## config.mk

```make
export PLATFORM = sky130hd
export DESIGN_NAME = piwb_mulshr
export DESIGN_NICKNAME = d
export VERILOG_FILES = /design/src/rtl/core/piwb_pkg.sv /design/src/rtl/core/piwb_mulshr.sv
export SDC_FILE = /design/constraint.sdc
export NUM_CORES = 2
export LEC_CHECK = 0
export ABC_AREA = 1
export BUFFER_PORTS_ARGS = -buffer_cell sky130_fd_sc_hd__buf_2
export CAP_MARGIN = 0
export CORE_AREA = 2 2 328 330
export DETAILED_ROUTE_END_ITERATION = 6
export DIE_AREA = 0 0 330 332
export PLACE_DENSITY = 0.71
export REMOVE_ABC_BUFFERS = 1
export SLEW_MARGIN = 15
export SYNTH_ARGS = -nofsm -noshare
export SYNTH_HDL_FRONTEND = slang
export SYNTH_SLANG_ARGS = --single-unit
export TNS_END_PERCENT = 5
```

## constraint.sdc

```tcl
create_clock -name clk -period 7.8 [get_ports clk]
set_input_delay 0 -clock clk [delete_from_list [all_inputs] [get_ports clk]]
set_output_delay 0 -clock clk [all_outputs]
set_load 0.01 [all_outputs]
```

## src/rtl/core/piwb_pkg.sv

```systemverilog
`default_nettype none
package piwb_pkg;

	// Quotient bits of the acceleration divide: (|force| << 16) / density.
	localparam int DIV_BITS = 48;
	localparam int AXES     = 3;

	// Register reset values.
	localparam logic [31:0] TIME_STEP_RST   = 32'd1717987;
	localparam logic [16:0] RESTITUTION_RST = 17'd52429;
	localparam logic [24:0] WALL_LOW_RST    = 25'd65536;
	localparam logic [24:0] WALL_HIGH_RST   = 25'd16777216;

	typedef enum logic [1:0] {
		REG_TIME_STEP   = 2'd0,
		REG_RESTITUTION = 2'd1,
		REG_WALL_LOW    = 2'd2,
		REG_WALL_HIGH   = 2'd3
	} piwb_reg_t;

	typedef struct packed {
		logic        [24:0] pos_x;
		logic        [24:0] pos_y;
		logic        [24:0] pos_z;
		logic signed [31:0] vel_x;
		logic signed [31:0] vel_y;
		logic signed [31:0] vel_z;
		logic signed [31:0] net_force_x;
		logic signed [31:0] net_force_y;
		logic signed [31:0] net_force_z;
		logic        [31:0] density;
	} piwb_in_t;

	typedef struct packed {
		logic        [24:0] new_pos_x;
		logic        [24:0] new_pos_y;
		logic        [24:0] new_pos_z;
		logic signed [31:0] new_vel_x;
		logic signed [31:0] new_vel_y;
		logic signed [31:0] new_vel_z;
		logic        [2:0]  wall_hit_mask;
		logic               density_zero;
	} piwb_out_t;

	// Fields that ride alongside the divider.
	typedef struct packed {
		logic [AXES-1:0][24:0] pos;
		logic [AXES-1:0][31:0] vel;
		logic [AXES-1:0]       neg;
		logic                  dz;
	} piwb_side_t;

	// One restoring divide step: shift in a dividend bit, subtract if it fits.
	function automatic logic [32:0] div_step(input logic [31:0] rem, input logic nbit,
			input logic [31:0] den);
		logic [32:0] t;
		logic [32:0] d;
		t = {rem, nbit};
		d = {1'b0, den};
		if (t >= d) begin
			t = t - d;
			return {t[31:0], 1'b1};
		end
		return {t[31:0], 1'b0};
	endfunction

endpackage
`default_nettype wire

```

## src/rtl/core/piwb_mulshr.sv

```systemverilog
`default_nettype none
module piwb_mulshr (
	input  wire logic        clk,
	input  wire logic [47:0] m,
	input  wire logic [31:0] d,
	output logic      [47:0] res
);
	import piwb_pkg::*;

	logic [55:0] ph_s1;
	logic [55:0] pl_s1;
	logic [79:0] sum;

	// Two 24x32 partial products, then floor(m*d / 2^32).
	always_ff @(posedge clk) begin
		ph_s1 <= 56'(m[47:24] * d);
		pl_s1 <= 56'(m[23:0] * d);
	end

	assign sum = {ph_s1, 24'b0} + {24'b0, pl_s1};

	always_ff @(posedge clk) begin
		res <= sum[79:32];
	end

endmodule
`default_nettype wire

```

# Word-level counts from Yosys, hierarchy flattened
# Index checks and enable logic that the tools add are counted.
# word_totals
wordCells	6
in_bits	81
regBits	160
# classes
addsub	1
n_mul	2
# ops
cell	n
$mul A24 B32 Y56	2
$add A80 B56 Y80	1

# Logic depth before layout (Yosys ltp)
# depth
word_depth	1
depth_mapped	30
mapped_depth_nobuf	28

# Worst setup path before layout
# No wires, ideal clock.
# synth_timing
path_kind	input to register
from	input port d[23]
to	register ph_s1[47]
arrival_ns	5.499
stages	25
setup_slack_ns	2.189
cell_sequence	clkbuf_1 -> buf_1 -> nand2_1 -> fa_1 -> inv_1 -> fa_1 -> inv_1 -> fa_1 -> fa_1 -> inv_1 -> fa_1 -> fa_1 -> inv_1 -> fa_1 -> inv_1 -> ha_1 -> nand2_1 -> nor2_1 -> inv_1 -> nor2_1 -> inv_1 -> nor3_1 -> nand2_1 -> nand4_1 -> nand2_1
# synth_between
elab_chain_len	1
# synth_lines
item	line_no	source
start: declaration	piwb_mulshr.sv:5	input wire logic [31:0] d,
$mul A24 B32 Y56	piwb_mulshr.sv:16	ph_s1 <= 56'(m[47:24] * d);
end signal: assignment	piwb_mulshr.sv:16	
end: declaration	piwb_mulshr.sv:10	logic [55:0] ph_s1;
# No other way between the ends.

# Final worst setup path
# layout_timing
from	input port d[18]
to	register ph_s1[23]
# The elaborated chain is that of the path after synthesis.

==> impl_metrics.ini <==
[synth]
synth_area_per_cell_um2 = 7.417
synth_top_family_by_area = adder cells
yosysUniqueCellTypes = 40
seq_area_frac_synth_pct = 4.694
netlist_area_mm2 = 0.05800
synth_mux_area_share_pct = 0
yosys.area_share.simple_pct = 18.55
synth_cells = 7820
synth-xor-area-share_pct = 1.178
synth_fa_ha_area_share_pct = 53.82
synth_compound_area_share_pct = 3.762
yosysWarnings = 0
synth-seq-cells = 136

[floorplanning]
die_y_um = 332
dieArea_mm2 = 0.1096
dieWidth_um = 330
initial_core_util_pct = 54.56
io_pins = 129
core_area_mm2 = 0.1063
core.rowCount = 120

[drt]
via_count = 48739
drt_iter0_drc = 3816
drtPass1Iterations = 7
ant_nets = 0
wl_per_cell_um = 20.05
drc_errors = 22
vias_per_cell = 5.311
drt_wl_total_um = 184000

[global_route]
grt_start_max_net_pins = 37
grt_remaining_overflow = 0
grt_pass1_vias = 53565
grt_use_total_pct = 35.03
grt_pass1_wl_um = 293600
antenna_found_initial = 14

[clock_tree]
clk_path_buf_depth = 2
clk_latency_ns = 0.46
cts_root_buf = clkbuf_16
cts_resized = 0
h-tree-depth = 4
cts_tree = done
numClockSinks = 136
cts_buffers = 17
cts.clk_slew.worst_paths_ns = 0.07
cts_hold_buf = 0
postCtsSetupBuffers = 0

[place]
hpwl_um = 155900
port_buffers = 128
place_congestion = 1.053

[sta]
rsz0062_at_grt = false
setup_violations = 0
tns_ns = 0
hold_viol = 0
period_minus_slack_ns = 6.751
worst_pin_slew_ns = 1.023
skew_ns = 0.01323
fmax_mhz = 148.1
maxSlewViolCount = 0
period_share_pct = 86.55
max_slew_margin_pct = 31.83

[setup_path]
critPathKind = in2reg
crit_path_end_kind = register
cpLargestDelayFamily = adder cells
required_ns = 8.08
path_cells = buf_2, buf_4, nand2_1, inv_1, fa_1, fa_1, inv_1, fa_1, fa_1, inv_1, fa_1, fa_1, inv_1, fa_1, inv_1, ha_1, nand2_1, o21ai_0, a21oi_1, nand3_1, xor2_1
cpMostUsedCell = fa_1
slowest_delay_ns = 0.72
critPathLaunchType = primary input
crit_path_max_fanout = 24
path_buf_inv = 7
cp_slowest_cell = buf_2
crit_arrival_ns = 7.03

[layout]
area_growth_pct = 4.614
nNetsFinal = 9545
fill_cells = 10099
drive_above_1_share_pct = 4.054

[job]
cap_violations = 0

[hold_path]
hold_class = in2reg

[run_status]
status = complete, but fails checks
violations = DRC
## synth_stat cells
library cell,count,area (um^2)
a21oi_1,205,1026
and2_1,2,12.51
a21boi_0,3,22.52
nand2b_1,3,18.77
nor3_2,8,80.08
a21o_1,7,52.55
a21oi_2,3,26.28
a31oi_1,5,31.28
nand3b_1,3,22.52
fa_1,1315,26330
nand2_1,2121,7961
nor2_1,317,1190
and3_1,1,6.260
o31ai_1,1,7.510
clkbuf_1,250,938.4
o211ai_1,1,7.510
xor2_1,54,473.0
dfxtp_1,136,2723
o21ai_2,5,43.79
buf_1,54,202.7
o21ai_1,13,65.06
nand2_2,18,112.6
nor2_2,13,81.33
o21ai_0,116,580.6
nand3_2,3,30.03
nor4_2,1,12.51
xnor2_1,24,210.2
nand3_1,132,660.6
o21bai_2,1,11.26
ha_1,391,4892
or2_2,1,6.260
inv_1,2472,9279
o21bai_1,31,232.7
nand2_4,1,11.26
o21a_1,10,75.07
nor2_4,2,22.52
nand4_1,46,287.8
nor3_1,40,200.2
nor4_1,7,43.79
inv_2,4,15.01
## through the flow
stage	cells	area [um^2]	util, %	hold WS, ns	worst slack [ns]
finish	9177	60680	57.08	0.2004	1.049
global route	9174	60670	57.07	0.2016	0.9994
CTS	9174	60670	57.07	0.1762	1.250
detailed placement	9142	60130	56.57	0.3921	0.7891
global placement	9142	60130	56.57	0.3960	0.7788
floorplan	7516	56860	-	0.09345	2.751
## worst reg2reg max path: stages (launching register included)
cell and delay [ns]:
dfxtp_1 0.40, ha_1 0.43, nand2_1 0.11, o21ai_0 0.28, a21oi_1 0.12, o21ai_0 0.72, nand2_1 0.17, nand4_1 0.13
nand2_1 0.06
## registers in the layout, summed over array words and instances (netlist names)
register,cells
ph_s1,56
pl_s1,32
res,48
## cell type report
cell class	instances	area [um^2]	share of cell area [%]
sequential	136	2723	4.487
timing repair buffer	223	1516	2.499
clock buffer	18	439.2	0.7238
tap	1403	1755	2.893
multi-input combinational	4904	44840	73.90
inverter	2476	9294	15.32
clock inverter	14	98.84	0.1629
antenna	3	7.507	0.01237
## final timing paths
kind / start / end / slack [ns] / cells past startpoint
max: d[18] / ph_s1[23] / 1.05 / 21
min: m[24] / ph_s1[0] / 0.20 / 3
max reg2reg: ph_s1[17] / res[34] / 5.29 / 8
min reg2reg: ph_s1[43] / res[35] / 0.52 / 2
## cell usage in the layout, fill, tap and decap left out, drive strengths merged, types with 134 or more instances in the layout
master / instances
o21ai: 134
nor2: 332
nand3: 135
buf: 223
a21oi: 208
ha: 391
fa: 1315
dfxtp: 136
nand2: 2140
inv: 2479
## kinds of logic after synthesis
logic type      Yosys count
xor+xnor                 78
flops                   136
fa+ha+maj              1706
buf+inv                2780
simple gates           2719
compound gates          401
## routing by layer
layer | share of wire [%] | wire length (um) | vias up | GRT usage [%]
met1 | 39 | 71160 | 24342 | 44.17
met3 | 8.1 | 14840 | 515 | 5.506
met4 | 5.0 | 9227 | 12 | 15.25
li1 | - | - | 21761 | -
met2 | 48 | 88650 | 2109 | 59.50
met5 | 0.043 | 80 | - | 0
Power is not shown: default switching activity piles up to over one toggle a cycle in this logic, so the estimate is an artifact.
